[src/hw/rtl/fati_pkg.sv]
// shared types, constants and codes for the frequency/attenuation table interpolator
// no dependencies
package fati_pkg;
	localparam int DEPTH = 1024;
	localparam int IDX_W = 10;
	localparam int CNT_W = 11;
	localparam int FREQ_W = 40;
	localparam int ATT_W = 16;
	localparam int OFS_W = 17;
	localparam int ST_W = 3;
	localparam int MAG_W = ATT_W + 1;
	localparam int PROD_W = MAG_W + FREQ_W;

	localparam logic [1:0] REQ_LOAD = 2'd0;
	localparam logic [1:0] REQ_SETREF = 2'd1;
	localparam logic [1:0] REQ_LOOKUP = 2'd2;

	localparam logic [ST_W-1:0] ST_OK = 3'd0;
	localparam logic [ST_W-1:0] ST_NO_TABLE = 3'd1;
	localparam logic [ST_W-1:0] ST_REF_RANGE = 3'd2;
	localparam logic [ST_W-1:0] ST_CLAMP_LO = 3'd3;
	localparam logic [ST_W-1:0] ST_CLAMP_HI = 3'd4;

	typedef struct packed {
		logic [1:0] req_type;
		logic [IDX_W-1:0] entry_index;
		logic [FREQ_W-1:0] frequency;
		logic signed [ATT_W-1:0] entry_att;
		logic entry_last;
	} req_t;

	typedef struct packed {
		logic signed [OFS_W-1:0] att_offset;
		logic [ST_W-1:0] status;
		logic [FREQ_W-1:0] ref_freq_out;
	} rsp_t;

	// divider control/status
	typedef struct packed {
		logic start;
		logic [PROD_W-1:0] num;
		logic [FREQ_W-1:0] den;
	} div_cmd_t;

	typedef struct packed {
		logic done;
		logic [PROD_W-1:0] quot;
	} div_sts_t;
endpackage

[src/hw/rtl/fati_div.sv]
// restoring divider, one quotient bit per cycle
// depends on fati_pkg
module fati_div (
	input logic clk,
	input logic arst_n,
	input fati_pkg::div_cmd_t cmd,
	output fati_pkg::div_sts_t sts
);
	localparam int CW = $clog2(fati_pkg::PROD_W + 1);
	logic [CW-1:0] cnt_q;
	logic busy_q;
	logic [fati_pkg::PROD_W-1:0] num_q;
	logic [fati_pkg::FREQ_W-1:0] den_q;
	logic [fati_pkg::FREQ_W:0] rem_q;
	logic done_q;
	logic [fati_pkg::FREQ_W:0] shifted;
	logic [fati_pkg::FREQ_W:0] diff;

	// one shift and trial subtract
	assign shifted = {rem_q[fati_pkg::FREQ_W-1:0], num_q[fati_pkg::PROD_W-1]};
	assign diff = shifted - {1'b0, den_q};

	always_ff @(posedge clk or negedge arst_n) begin
		if (!arst_n) begin
			busy_q <= 1'b0;
			done_q <= 1'b0;
			cnt_q <= '0;
		end else begin
			done_q <= 1'b0;
			if (cmd.start) begin
				busy_q <= 1'b1;
				cnt_q <= CW'(fati_pkg::PROD_W);
			end else if (busy_q) begin
				cnt_q <= cnt_q - 1'b1;
				if (cnt_q == CW'(1)) begin
					busy_q <= 1'b0;
					done_q <= 1'b1;
				end
			end
		end
	end

	// datapath: num_q holds dividend then quotient
	always_ff @(posedge clk) begin
		if (cmd.start) begin
			num_q <= cmd.num;
			den_q <= cmd.den;
			rem_q <= '0;
		end else if (busy_q) begin
			if (!diff[fati_pkg::FREQ_W]) begin
				rem_q <= diff;
				num_q <= {num_q[fati_pkg::PROD_W-2:0], 1'b1};
			end else begin
				rem_q <= shifted;
				num_q <= {num_q[fati_pkg::PROD_W-2:0], 1'b0};
			end
		end
	end

	assign sts.done = done_q;
	assign sts.quot = num_q;
endmodule

[config.mk]
export PLATFORM = sky130hd
export DESIGN_NAME = fati_div
export DESIGN_NICKNAME = d
export VERILOG_FILES = /design/src/hw/rtl/fati_pkg.sv /design/src/hw/rtl/fati_div.sv
export SDC_FILE = /design/constraint.sdc
export NUM_CORES = 1
export LEC_CHECK = 0
export ABC_AREA = 1
export BUFFER_PORTS_ARGS = -buffer_cell sky130_fd_sc_hd__buf_2
export CELL_PAD_IN_SITES_DETAIL_PLACEMENT = 0
export CELL_PAD_IN_SITES_GLOBAL_PLACEMENT = 1
export CORE_MARGIN = 2
export CORE_UTILIZATION = 39
export CTS_CLUSTER_SIZE = 28
export DETAILED_ROUTE_END_ITERATION = 6
export GPL_ROUTABILITY_DRIVEN = 0
export HOLD_SLACK_MARGIN = 0.08
export PLACE_DENSITY = 0.75
export SLEW_MARGIN = 20
export SYNTH_ARGS = -nofsm -noshare
export SYNTH_HDL_FRONTEND = slang
export SYNTH_SLANG_ARGS = --single-unit
[constraint.sdc]
create_clock -name clk -period 3.1 [get_ports clk]
set_clock_uncertainty 0.05 [all_clocks]
set_input_delay 0.31 -clock clk [delete_from_list [all_inputs] [get_ports clk]]
set_output_delay 0.31 -clock clk [all_outputs]
set_load 0.005 [all_outputs]
### Word-level counts from Yosys, hierarchy flattened

Cells that the tools add are included.

| storage, ports and cells | value |
|---|---|
| register bits | 145 |
| latch bits | 0 |
| RAM bits | 0 |
| memory bits (read-only) | 0 |
| bits of input ports | 100 |
| output and inout bits | 58 |
| logic and storage cells | 22 |
| memories | 0 |

| operators by class | value |
|---|---|
| add/sub/neg operators | 2 |
| multipliers | 0 |
| divide/modulo/power cells | 0 |
| $lt $le $gt $ge | 0 |
| equality and inequality tests | 1 |
| shift-type cells | 0 |
| muxes and demuxes | 12 |
| bitwise logic cells | 0 |
| reductions and logical operators | 1 |

Operator list:

| cell | count |
|---|---|
| $mux 57 | 2 |
| $sub 41x40->41 | 1 |
| $mux 40 | 1 |
| $mux 6 | 2 |
| $mux 1 | 7 |
| $eq 6x1->1 const B | 1 |
| $sub 6x1->6 const B | 1 |
| $reduce_bool 2->1 | 1 |

### Depth between registers and ports, before layout

Gate-level depths: netlist of run 1.

| depth | value |
|---|---|
| depth after elaboration | 4 |
| depth in mapped cells | 18 |
| depth with buffers taken out | 18 |

### Worst setup path after synthesis of run 1

OpenSTA, ideal clock, no wires.

| timing path | value |
|---|---|
| kind | reg-to-reg |
| start | register num_q[56] (netlist name) |
| end | register num_q[0] (netlist name) (data pin) |
| setup time | 0.269 ns |
| arrival | 2.020 ns |
| data required time | 2.781 ns |
| path slack | 0.761 ns |
| cell stages (with the launch flop) | 17 |
| path buffers | 1 |
| period minus slack after synthesis | 2.339 ns |
| path through | edfxtp_1 > inv_1 > ha_1 > fa_1 > inv_1 > nand2_1 > nand2_1 > nand3_1 > nand2_2 > nand2_1 > nand3_2 > nand2_4 > nand2_4 > nand2_2 > nand2_4 > buf_6 > o21ai_0 |

| between the ends | value |
|---|---|
| longest elaborated chain between the ends | 4 |

RTL lines:

| element | RTL line | RTL |
|---|---|---|
| start: declaration | fati_div.sv:12 | `logic [fati_pkg::PROD_W-1:0] num_q;` |
| start signal: assignment | fati_div.sv:46 | `num_q <= cmd.num;` |
| start signal: assignment | fati_div.sv:52 | `num_q <= {num_q[fati_pkg::PROD_W-2:0], 1'b1};` |
| start signal: assignment | fati_div.sv:55 | `num_q <= {num_q[fati_pkg::PROD_W-2:0], 1'b0};` |
| $sub 41x40->41 | fati_div.sv:21 | `assign diff = shifted - {1'b0, den_q};` |
| $mux 1 | fati_div.sv:50 | `if (!diff[fati_pkg::FREQ_W]) begin` |
| $mux 57 | fati_div.sv:49 | `end else if (busy_q) begin` |
| $mux 57 | fati_div.sv:45 | `if (cmd.start) begin` |

Every way passes these cells. The select of a mux whose other input is x is not followed.
A chain may end at the register's enable or synchronous reset.

### Final worst setup path of run 1

| timing path | value |
|---|---|
| start | register num_q[56] (netlist name) |
| end | register rem_q[9] (netlist name) |

| between the ends | value |
|---|---|
| longest elaborated chain between the ends | 2 |

RTL lines:

| element | RTL line | RTL |
|---|---|---|
| $sub 41x40->41 | fati_div.sv:21 |  |
| $mux 40 | fati_div.sv:50 |  |
| end signal: assignment | fati_div.sv:51 | `rem_q <= diff;` |
| end signal: assignment | fati_div.sv:54 | `rem_q <= shifted;` |
| end: declaration | fati_div.sv:14 | `logic [fati_pkg::FREQ_W:0] rem_q;` |

Every way passes these cells.

==> flow_summary.toml, run 1 <==
[status]
status = "complete, no violations"

[power_and_ir_drop]
cellPowerDensity_mw_per_mm2 = 427.6
p_comb_share_pct = 13.4
swShare_pct = 28.81
switchingPower_mw = 1.454
leakage_nw = 6.272
p_int_mw = 3.594
clkPwrFrac_pct = 41.9
power_mw = 5.048
power.ir.vdd_worst_v = 0.0002950
seq_power_share_pct = 44.7

[worst_setup_path]
startpoint_type = "register"
cp_num_buf_inv = 3
cp_cell_sequence = "inv_1 > ha_1 > fa_1 > inv_1 > nand2_1 > nand2_1 > nand3_1 > nand2_2 > nand2_1 > nand3_2 > nand2_4 > nand2_4 > nand2_2 > nand2_4 > buf_4 > nand2_1 > nand3_1 > nand2_1"
cpMaxStageDelayCell = "fa_1"
critical_path.top_delay_family = "simple AND/OR/NAND/NOR gates"
cp.required_ns = 3.39
crit_path_end_kind = "register"
crit_top_cell = "nand2_1"
crit_fanout = 16
critPathKind = "reg -> reg"
ff2ff_path_depth = 18
crit_arrival_ns = 2.97
critical-path-max-stage-delay_ns = 0.41
reg2reg_slack_ns = 0.42
cp_num_cells = 18

[clock_network]
clkTransAtPathRegs_ns = 0.07
clkSinkCount = 145
cts_hold_buffers = 80
cts_buffers = 17
insertion_delay_ns = 0.44
cts-root-buf = "clkbuf_16"
cts_buffer_depth = 2
cts_resized = 0
cts_setup_buffers = 0
cts_tree = "done"
h-tree-depth = 4

[sta]
setup_violations = 0
rsz0062_at_grt = "no"
relSlewSlack_pct = 32.38
finalCriticalPeriod_ns = 2.683
slew_violations = 0
finalCritPeriodShare_pct = 86.54
finalSetupTns_ns = 0
final_hold_viol_count = 0
fmax_mhz = 372.8
worst_pin_slew_ns = 1.013

[placement]
portBuffers = 157
place_inst = 1756
dp_hpwl_um = 19060

[grt]
grt_pass1_vias = 8218
grt_pass1_wl_um = 41100
antenna_found_initial = 0
grt_usage_pct = 20.83
overflow = 0
grt_max_degree = 94

[routing]
dr.pass1.iters = 4
viasPerCell = 4.511
via_count = 8427
route.met3.wl_um = 1218
drt_iter0_drc = 457
antenna_left = 0
wl_met2_um = 11880
wl_um = 25670
met1_length_um = 12230
wire_per_inst_um = 13.74
dr.max_layer_used = "met4"
drc = 0

[die]
initial_core_util_pct = 39.65
core_area_mm2 = 0.02347
rows = 56
dieArea_mm2 = 0.02511
die_height_um = 158.5
die_w_um = 158.5
num_io_pins = 158

[final_layout]
nets = 1679
final_common_cell = "nand2_1"
most-common-layout-cells = "nand2_1, inv_1, buf_2, edfxtp_1"
n_antenna_cell = 0
syn2layout_area_growth_pct = 26.86
instances_no_fill = 1868
drive_gt1_share_pct = 16.79

[min_path]
min_path_type = "in -> reg"
whs_path_depth = 3

[logic_synthesis]
synth_nets = 1444
syn_area_per_cell_um2 = 7.153
ys_warn_count = 0
netlist_area_mm2 = 0.009306
synth_cell_types = 37
netlist_instances = 1301
ys_seq_elements = 145
ys_seq_area_share_pct = 42.05

[job]
drv_cap = 0
==> power by group through the flow <==
| stage | logic, mW | registers, mW | clock network [mW] |
|---|---|---|---|
| 2_1_floorplan | 0.351 | 2.29 | 0 |
| 3_3_place_gp | 0.602 | 2.30 | 0 |
| 3_5_place_dp | 0.604 | 2.29 | 0 |
| 4_1_cts | 0.684 | 2.26 | 2.18 |
| 5_1_grt | 0.768 | 2.27 | 2.25 |
| 6_report | 0.678 | 2.26 | 2.11 |
==> sequential cells by signal, summed over array words and instances, names as in the netlist <==
name    count
cnt_q       6
den_q      40
busy_q      1
num_q      57
rem_q      40
done_q      1
==> per-layer routing <==
| metal | vias to the layer above | track usage [%] |
|---|---|---|
| met5 | - | 0 |
| met4 | 0 | 5.105 |
| met3 | 21 | 4.437 |
| met2 | 193 | 35.03 |
| met1 | 3746 | 27.41 |
| li1 | 4467 | - |
==> synthesized netlist by cell type (all sizes together) <==
cell / n / share of area (%)
nand3: 83 / 5.0
nor2: 92 / 4.0
xnor2: 17 / 1.6
and2: 2 / 0.13
dfxtp: 40 / 8.6
ha: 42 / 5.6
a21boi: 1 / 0.081
clkbuf: 16 / 0.65
buf: 13 / 1.5
a21o: 2 / 0.16
fa: 1 / 0.22
o21bai: 2 / 0.16
nand4: 4 / 0.27
o21ai: 27 / 1.7
dfrtp: 8 / 2.2
nor3: 2 / 0.11
xor2: 6 / 0.56
a21oi: 36 / 2.1
o22ai: 1 / 0.067
inv: 218 / 8.8
o21a: 3 / 0.24
nand2: 587 / 25
edfxtp: 97 / 31
nand3b: 1 / 0.081
==> cells by family (layout without fill, tap and decap cells) <==
family | after synthesis | in the layout | share of synthesized area [%]
DFF | 145 | 145 | 42.05
and+or+nand+nor | 771 | 771 | 34.50
AOI/OAI and AO/OA | 72 | 72 | 4.464
buffers and inverters | 247 | 495 | 10.96
xor gates and xnor gates | 23 | 23 | 2.165
adders and majority gates | 43 | 43 | 5.862
==> worst min-delay path, cell delays in order <==
cell,delay (ns)
buf_2,0.07
nand2_1,0.04
nand2_1,0.06
==> through the flow <==
step | setup slack (ns) | hold slack, ns | util [%] | instance area [um^2]
6_report | 0.4173 | 0.09887 | 50.30 | 11810
5_1_grt | 0.1735 | 0.08747 | 50.30 | 11810
4_1_cts | 0.3910 | 0.08130 | 50.30 | 11810
3_5_place_dp | 0.4071 | 0.1152 | 44.28 | 10390
3_3_place_gp | 0.4724 | 0.1159 | 44.28 | 10390
2_1_floorplan | 0.7610 | -0.03559 | - | 9306
==> final timing paths <==
| check | start | to |
|---|---|---|
| worst max-delay path | num_q[56] | rem_q[9] |
| worst min-delay path | cmd[47] | num_q[7] |
| worst max register to register | num_q[56] | rem_q[9] |
| worst min register to register | rem_q[32] | rem_q[32] |
| max in group asynchronous | arst_n | cnt_q[3] |
| min in group asynchronous | arst_n | cnt_q[1] |
==> cell type report <==
cell class	count	area [um^2]
Clock inverter	15	187.7
Multi-Input combinational cell	909	4388
Sequential cell	145	3914
Inverter	218	818.3
Clock buffer	17	425.4
Fill cell	2396	11670
Tap cell	319	399.1
Timing Repair Buffer	245	1674
No activity file was read; power rests on OpenSTA's default activity.
==> run 2, diff against run 1 <==
--- a/config.mk
+++ b/config.mk
@@ -6,16 +6,16 @@
 export NUM_CORES = 1
 export LEC_CHECK = 0
 export ABC_AREA = 1
-export BUFFER_PORTS_ARGS = -buffer_cell sky130_fd_sc_hd__buf_2
 export CELL_PAD_IN_SITES_DETAIL_PLACEMENT = 0
 export CELL_PAD_IN_SITES_GLOBAL_PLACEMENT = 1
 export CORE_MARGIN = 2
 export CORE_UTILIZATION = 39
 export CTS_CLUSTER_SIZE = 28
 export DETAILED_ROUTE_END_ITERATION = 6
+export DONT_BUFFER_PORTS = 1
 export GPL_ROUTABILITY_DRIVEN = 0
 export HOLD_SLACK_MARGIN = 0.08
-export PLACE_DENSITY = 0.75
+export PLACE_DENSITY = 0.68
 export SLEW_MARGIN = 20
 export SYNTH_ARGS = -nofsm -noshare
 export SYNTH_HDL_FRONTEND = slang
==> run 2 against run 1 <==
Sequential cell count is the same. Largest power group unchanged. First-iteration DRC count shrank 21%. Via count shrank 5.0%. Clock-buffer cell count is the same. Register-to-register slack lost 0.09 ns. Non-clock buffer count shrank 137. Fmax shrank 3.2%. Global-route usage shrank 0.32 points. Sequential share of layout area grew 1.7 points.
==> flow_summary.toml, run 2 (synthesis results as in run 1) <==
[sta]
finalCriticalPeriod_ns = 2.773
rsz0062_at_grt = "no"
relSlewSlack_pct = 60.56
slew_violations = 0
fmax_mhz = 360.7
finalSetupTns_ns = 0
worst_pin_slew_ns = 0.5907
finalCritPeriodShare_pct = 89.44
setup_violations = 0
final_hold_viol_count = 0

[worst_setup_path]
cp.required_ns = 3.38
cpMaxStageDelayCell = "edfxtp_1"
critical_path.top_delay_family = "simple AND/OR/NAND/NOR gates"
critical-path-max-stage-delay_ns = 0.40
crit_path_end_kind = "register"
cp_num_buf_inv = 3
r2r-end = "rem_q[31]"
critPathKind = "reg -> reg"
crit_arrival_ns = 3.06
crit_fanout = 19
reg2reg_slack_ns = 0.33
startpoint_type = "register"
cp_cell_sequence = "inv_1 > ha_1 > fa_1 > inv_1 > nand2_1 > nand2_1 > nand3_1 > nand2_2 > nand2_1 > nand3_2 > nand2_4 > nand2_4 > nand2_2 > nand2_4 > buf_4 > nand2_1 > nand3_1 > nand2_1"
ff2ff_path_depth = 18
crit_top_cell = "nand2_1"
timing.rr.start = "num_q[56]"
cp_num_cells = 18

[clock_network]
cts_buffers = 17
cts_resized = 0
cts_buffer_depth = 2
insertion_delay_ns = 0.44
cts_tree = "done"
h-tree-depth = 4
cts-root-buf = "clkbuf_16"
clkSinkCount = 145
clkTransAtPathRegs_ns = 0.07

[die]
rows = 56
die_height_um = 158.5
num_io_pins = 158
dieArea_mm2 = 0.02511
core_area_mm2 = 0.02347
initial_core_util_pct = 39.65
die_w_um = 158.5

[final_layout]
top_register = "num_q"
nets = 1542
largest_reg_flops = 57
final_common_cell = "nand2_1"
syn2layout_area_growth_pct = 20.69
reg_top3 = "num_q x57, den_q x40, rem_q x40"
fill_cells = 2423
drive_gt1_share_pct = 7.295
most-common-layout-cells = "nand2_1, inv_1, dlygate4sd3_1, edfxtp_1, nor2_1"

[routing]
drt_iter0_drc = 360
via_count = 8009
drc = 0
wl_um = 24910
antenna_left = 0
dr.pass1.iters = 4
wire_per_inst_um = 14.38
viasPerCell = 4.624

[power_and_ir_drop]
power_mw = 5.036
cellPowerDensity_mw_per_mm2 = 448.4
power.ir.vdd_worst_v = 0.0003283
leakage_nw = 5.734

[grt]
grt_pass1_vias = 7828
grt_max_degree = 102
overflow = 0
grt_usage_pct = 20.52
antenna_found_initial = 1
grt_pass1_wl_um = 39740

[status]
status = "complete, no violations"

[job]
drv_cap = 0

[placement]
portBuffers = 0
dp_hpwl_um = 18050

[min_path]
min_path_type = "in -> async"
-- run 2: cell types whose count changed in the layout (fill, tap and decap cells not counted), moves of 2 or more --
cell,before,now
buf_2,156,0
bufinv_16,0,2
clkinv_8,6,1
dlygate4sd3_1,80,99
inv_6,2,6
-- run 2: power breakdown --
part	internal [mW]	switching (mW)	total, mW
clock network	1.23	0.967	2.20
registers	2.20	0.0813	2.28
logic	0.233	0.326	0.558
total	3.66	1.37	5.04
-- run 2: per-stage QoR --
stage          std cells  hold WS, ns  util (%)  area [um^2]  worst slack, ns
4_1_cts             1731       0.1776     47.84        11230           0.2481
2_1_floorplan       1301     -0.03559         -         9306           0.7610
3_5_place_dp        1599     -0.03533     40.90         9599           0.2813
5_1_grt             1732       0.1921     47.85        11230          0.04636
3_3_place_gp        1599     -0.03532     40.90         9599           0.3405
6_report            1732       0.1734     47.85        11230           0.3273
-- run 2: repair_timing --
action                                 in CTS  in global routing
hold buffers                              100                  0
setup buffers                               0                  0
endpoints found under the hold margin     149                  0
-- run 2: per-layer routing --
layer  part of all wire, %  global-route usage (%)  up-vias
met3                   4.9                   5.634       25
met5                     0                       0        -
met4                   1.9                   5.277        0
li1                      -                       -     4193
met2                    47                   34.47      189
met1                    47                   26.11     3602
-- run 2: area by class of cell --
class | count | area (um^2) | area share [%]
diodes | 1 | 2.502 | 0.02228
clock inverters | 15 | 186.4 | 1.660
well taps | 319 | 399.1 | 3.554
multi-input cells | 909 | 4383 | 39.02
clock buffers | 17 | 425.4 | 3.787
inverters | 218 | 818.3 | 7.285
repair buffers | 108 | 1104 | 9.825
flip-flops and latches | 145 | 3914 | 34.84
-- run 2: worst max path at each step --
stage / slack [ns] / start / to
floorplan: 0.76 / num_q[56] / num_q[0]
global placement: 0.34 / num_q[56] / rem_q[32]
detailed placement: 0.28 / num_q[56] / rem_q[31]
CTS: 0.25 / num_q[56] / rem_q[31]
global route: 0.05 / num_q[56] / rem_q[32]
finish: 0.33 / num_q[56] / rem_q[31]
==> run 3, diff against run 2 <==
--- a/config.mk
+++ b/config.mk
@@ -15,7 +15,7 @@
 export DONT_BUFFER_PORTS = 1
 export GPL_ROUTABILITY_DRIVEN = 0
 export HOLD_SLACK_MARGIN = 0.08
-export PLACE_DENSITY = 0.68
+export PLACE_DENSITY = 0.7
 export SLEW_MARGIN = 20
 export SYNTH_ARGS = -nofsm -noshare
 export SYNTH_HDL_FRONTEND = slang
==> constraint.sdc (replaced) <==
create_clock -name clk -period 2.2 [get_ports clk]
set_clock_uncertainty 0.05 [all_clocks]
set_input_delay 0.22 -clock clk [delete_from_list [all_inputs] [get_ports clk]]
set_output_delay 0.22 -clock clk [all_outputs]
set_load 0.005 [all_outputs]
==> run 3 against run 2 <==
Non-clock buffer count grew 196. Largest power group unchanged. Setup slack got worse by 0.45 ns. The flow now finishes with violations (negative setup slack). Worst hold slack lost 0.080 ns. Critical path type unchanged. Largest cell class unchanged. Highest routed layer unchanged. Fmax up 19%.
==> flow_summary.toml, run 3 (synthesis results as in run 1) <==
[status]
status = "finished with violations"
violations = "negative setup slack"

[grt]
grt_pass1_vias = 9190
grt_max_degree = 66
grt_usage_pct = 22.99
antenna_found_initial = 0
grt_pass1_wl_um = 45060
overflow = 0

[clock_network]
clkSinkCount = 145
clkTransAtPathRegs_ns = 0.07
cts-root-buf = "clkbuf_16"
insertion_delay_ns = 0.43
cts_buffers = 17
h-tree-depth = 4
cts_tree = "done"
cts_buffer_depth = 2

[final_layout]
drive_gt1_share_pct = 19.71
reg_top3 = "num_q x57, den_q x40, rem_q x40"
final_util_pct = 57.24
top_register = "num_q"
nets = 1738
most-common-layout-cells = "nand2_1, inv_1, dlygate4sd3_1, buf_4, edfxtp_1"
multi_input_area_mm2 = 0.004850
fill_cells = 2155
final_common_cell = "nand2_1"
n_antenna_cell = 0
syn2layout_area_growth_pct = 44.38
largest_reg_flops = 57
register_area_mm2 = 0.003914

[routing]
dr.max_layer_used = "met4"
drc = 0
route.met3.wl_um = 1580
antenna_left = 0
wl_met2_um = 14160
drt_iter0_drc = 480
wire_per_inst_um = 14.83
wl_um = 28590
via_count = 8979
dr.pass1.iters = 5
viasPerCell = 4.660
met1_length_um = 12510

[sta]
setup_violations = 41
finalCritPeriodShare_pct = 105.6
relSlewSlack_pct = 55.21
final_hold_viol_count = 0
slew_violations = 0
fmax_mhz = 430.6
rsz0062_at_grt = "yes"
setup_ws_ns = -0.1224
finalCriticalPeriod_ns = 2.322
fin_hold_ws_ns = 0.09365
worst_pin_slew_ns = 0.6709

[worst_setup_path]
reg2reg_slack_ns = -0.12
startpoint_type = "register"
ff2ff_path_depth = 17
cp.required_ns = 2.48
critPathKind = "reg -> reg"
crit_fanout = 11
r2r-end = "rem_q[30]"
timing.rr.start = "den_q[0]"
crit_arrival_ns = 2.60
crit_path_end_kind = "register"

[power_and_ir_drop]
cellPowerDensity_mw_per_mm2 = 544.7
power.ir.vdd_worst_v = 0.0005043
leakage_nw = 6.782

[placement]
dp_hpwl_um = 19010
place_ws_ns = -0.2265
portBuffers = 0

[job]
drv_cap = 0

[die]
die_height_um = 158.5
core_area_mm2 = 0.02347
dieArea_mm2 = 0.02511
die_w_um = 158.5
initial_core_util_pct = 39.65
rows = 56
num_io_pins = 158

[min_path]
min_path_type = "in -> async"
-- run 3: changes by cell type in the layout (fill, tap and decap cells not counted), sizes merged --
cell / change
buf: +133
bufinv: -2
clkbuf: +2
clkinv: +5
clkinvlp: +1
diode: -1
dlygate4sd3: +61
inv: -4
-- run 3: through the flow --
step | std cells | instance area (um^2) | total power, mW | TNS, ns
after CTS | 1927 | 13120 | 7.315 | -4.955
after global routing | 1927 | 13440 | 7.637 | -9.299
after detailed placement | 1724 | 10600 | 4.010 | -7.374
after floorplan | 1301 | 9311 | 3.731 | -0.04491
after global placement | 1724 | 10600 | 4.010 | -5.921
final | 1927 | 13440 | 7.319 | -3.727
-- run 3: where the power goes --
part	switching (mW)	internal, mW	total (mW)
combinational	0.544	0.543	1.09
sequential	0.123	3.10	3.22
clock	1.46	1.55	3.01
total	2.13	5.19	7.32
-- run 3: per-layer routing --
| metal | GRT usage [%] | up-vias |
|---|---|---|
| li1 | - | 4604 |
| met1 | 28.80 | 4101 |
| met2 | 40.81 | 247 |
| met3 | 4.790 | 27 |
| met4 | 4.976 | 0 |
| met5 | 0 | - |
-- run 3: worst max path at each step --
stage / from / endpoint / slack [ns] / depth (start not counted)
6_report: den_q[0] / rem_q[30] / -0.12 / 17
5_1_grt: den_q[0] / rem_q[32] / -0.26 / 17
4_1_cts: den_q[0] / rem_q[4] / -0.17 / 18
3_5_place_dp: num_q[56] / num_q[0] / -0.23 / 16
3_3_place_gp: num_q[56] / num_q[0] / -0.18 / 16
2_1_floorplan: num_q[56] / num_q[0] / -0.04 / 16
-- run 3: worst max-delay path, cell delays in order, from the launching register on --
cell      delay, ns
edfxtp_1       0.43
ha_4           0.19
fa_2           0.36
inv_2          0.07
nand2_2        0.04
nand2_2        0.07
nand3_2        0.06
nand2_2        0.07
nand2_2        0.06
nand3_4        0.07
nand2_4        0.08
nand2_4        0.09
nand2_4        0.07
nand2_8        0.13
buf_12         0.16
nand2_1        0.06
nand3_1        0.09
nand2_1        0.05
-- run 3: what timing repair did --
item                       4_1_cts  5_1_grt
setup endpoints to repair       41       41
buffers inserted                 8        0
resized for setup               35       74
hold endpoints to repair       150        0
cloned                           2        2
hold buffers                   161        0
pin swaps                       14       25
-- run 3: cell type report --
type / count / area share [%]
multi-input combinational: 909 / 36.09
sequential: 145 / 29.13
timing repair buffer: 304 / 21.14
inverter: 218 / 6.090
clock buffer: 17 / 3.166
tap: 319 / 2.970
clock inverter: 15 / 1.415
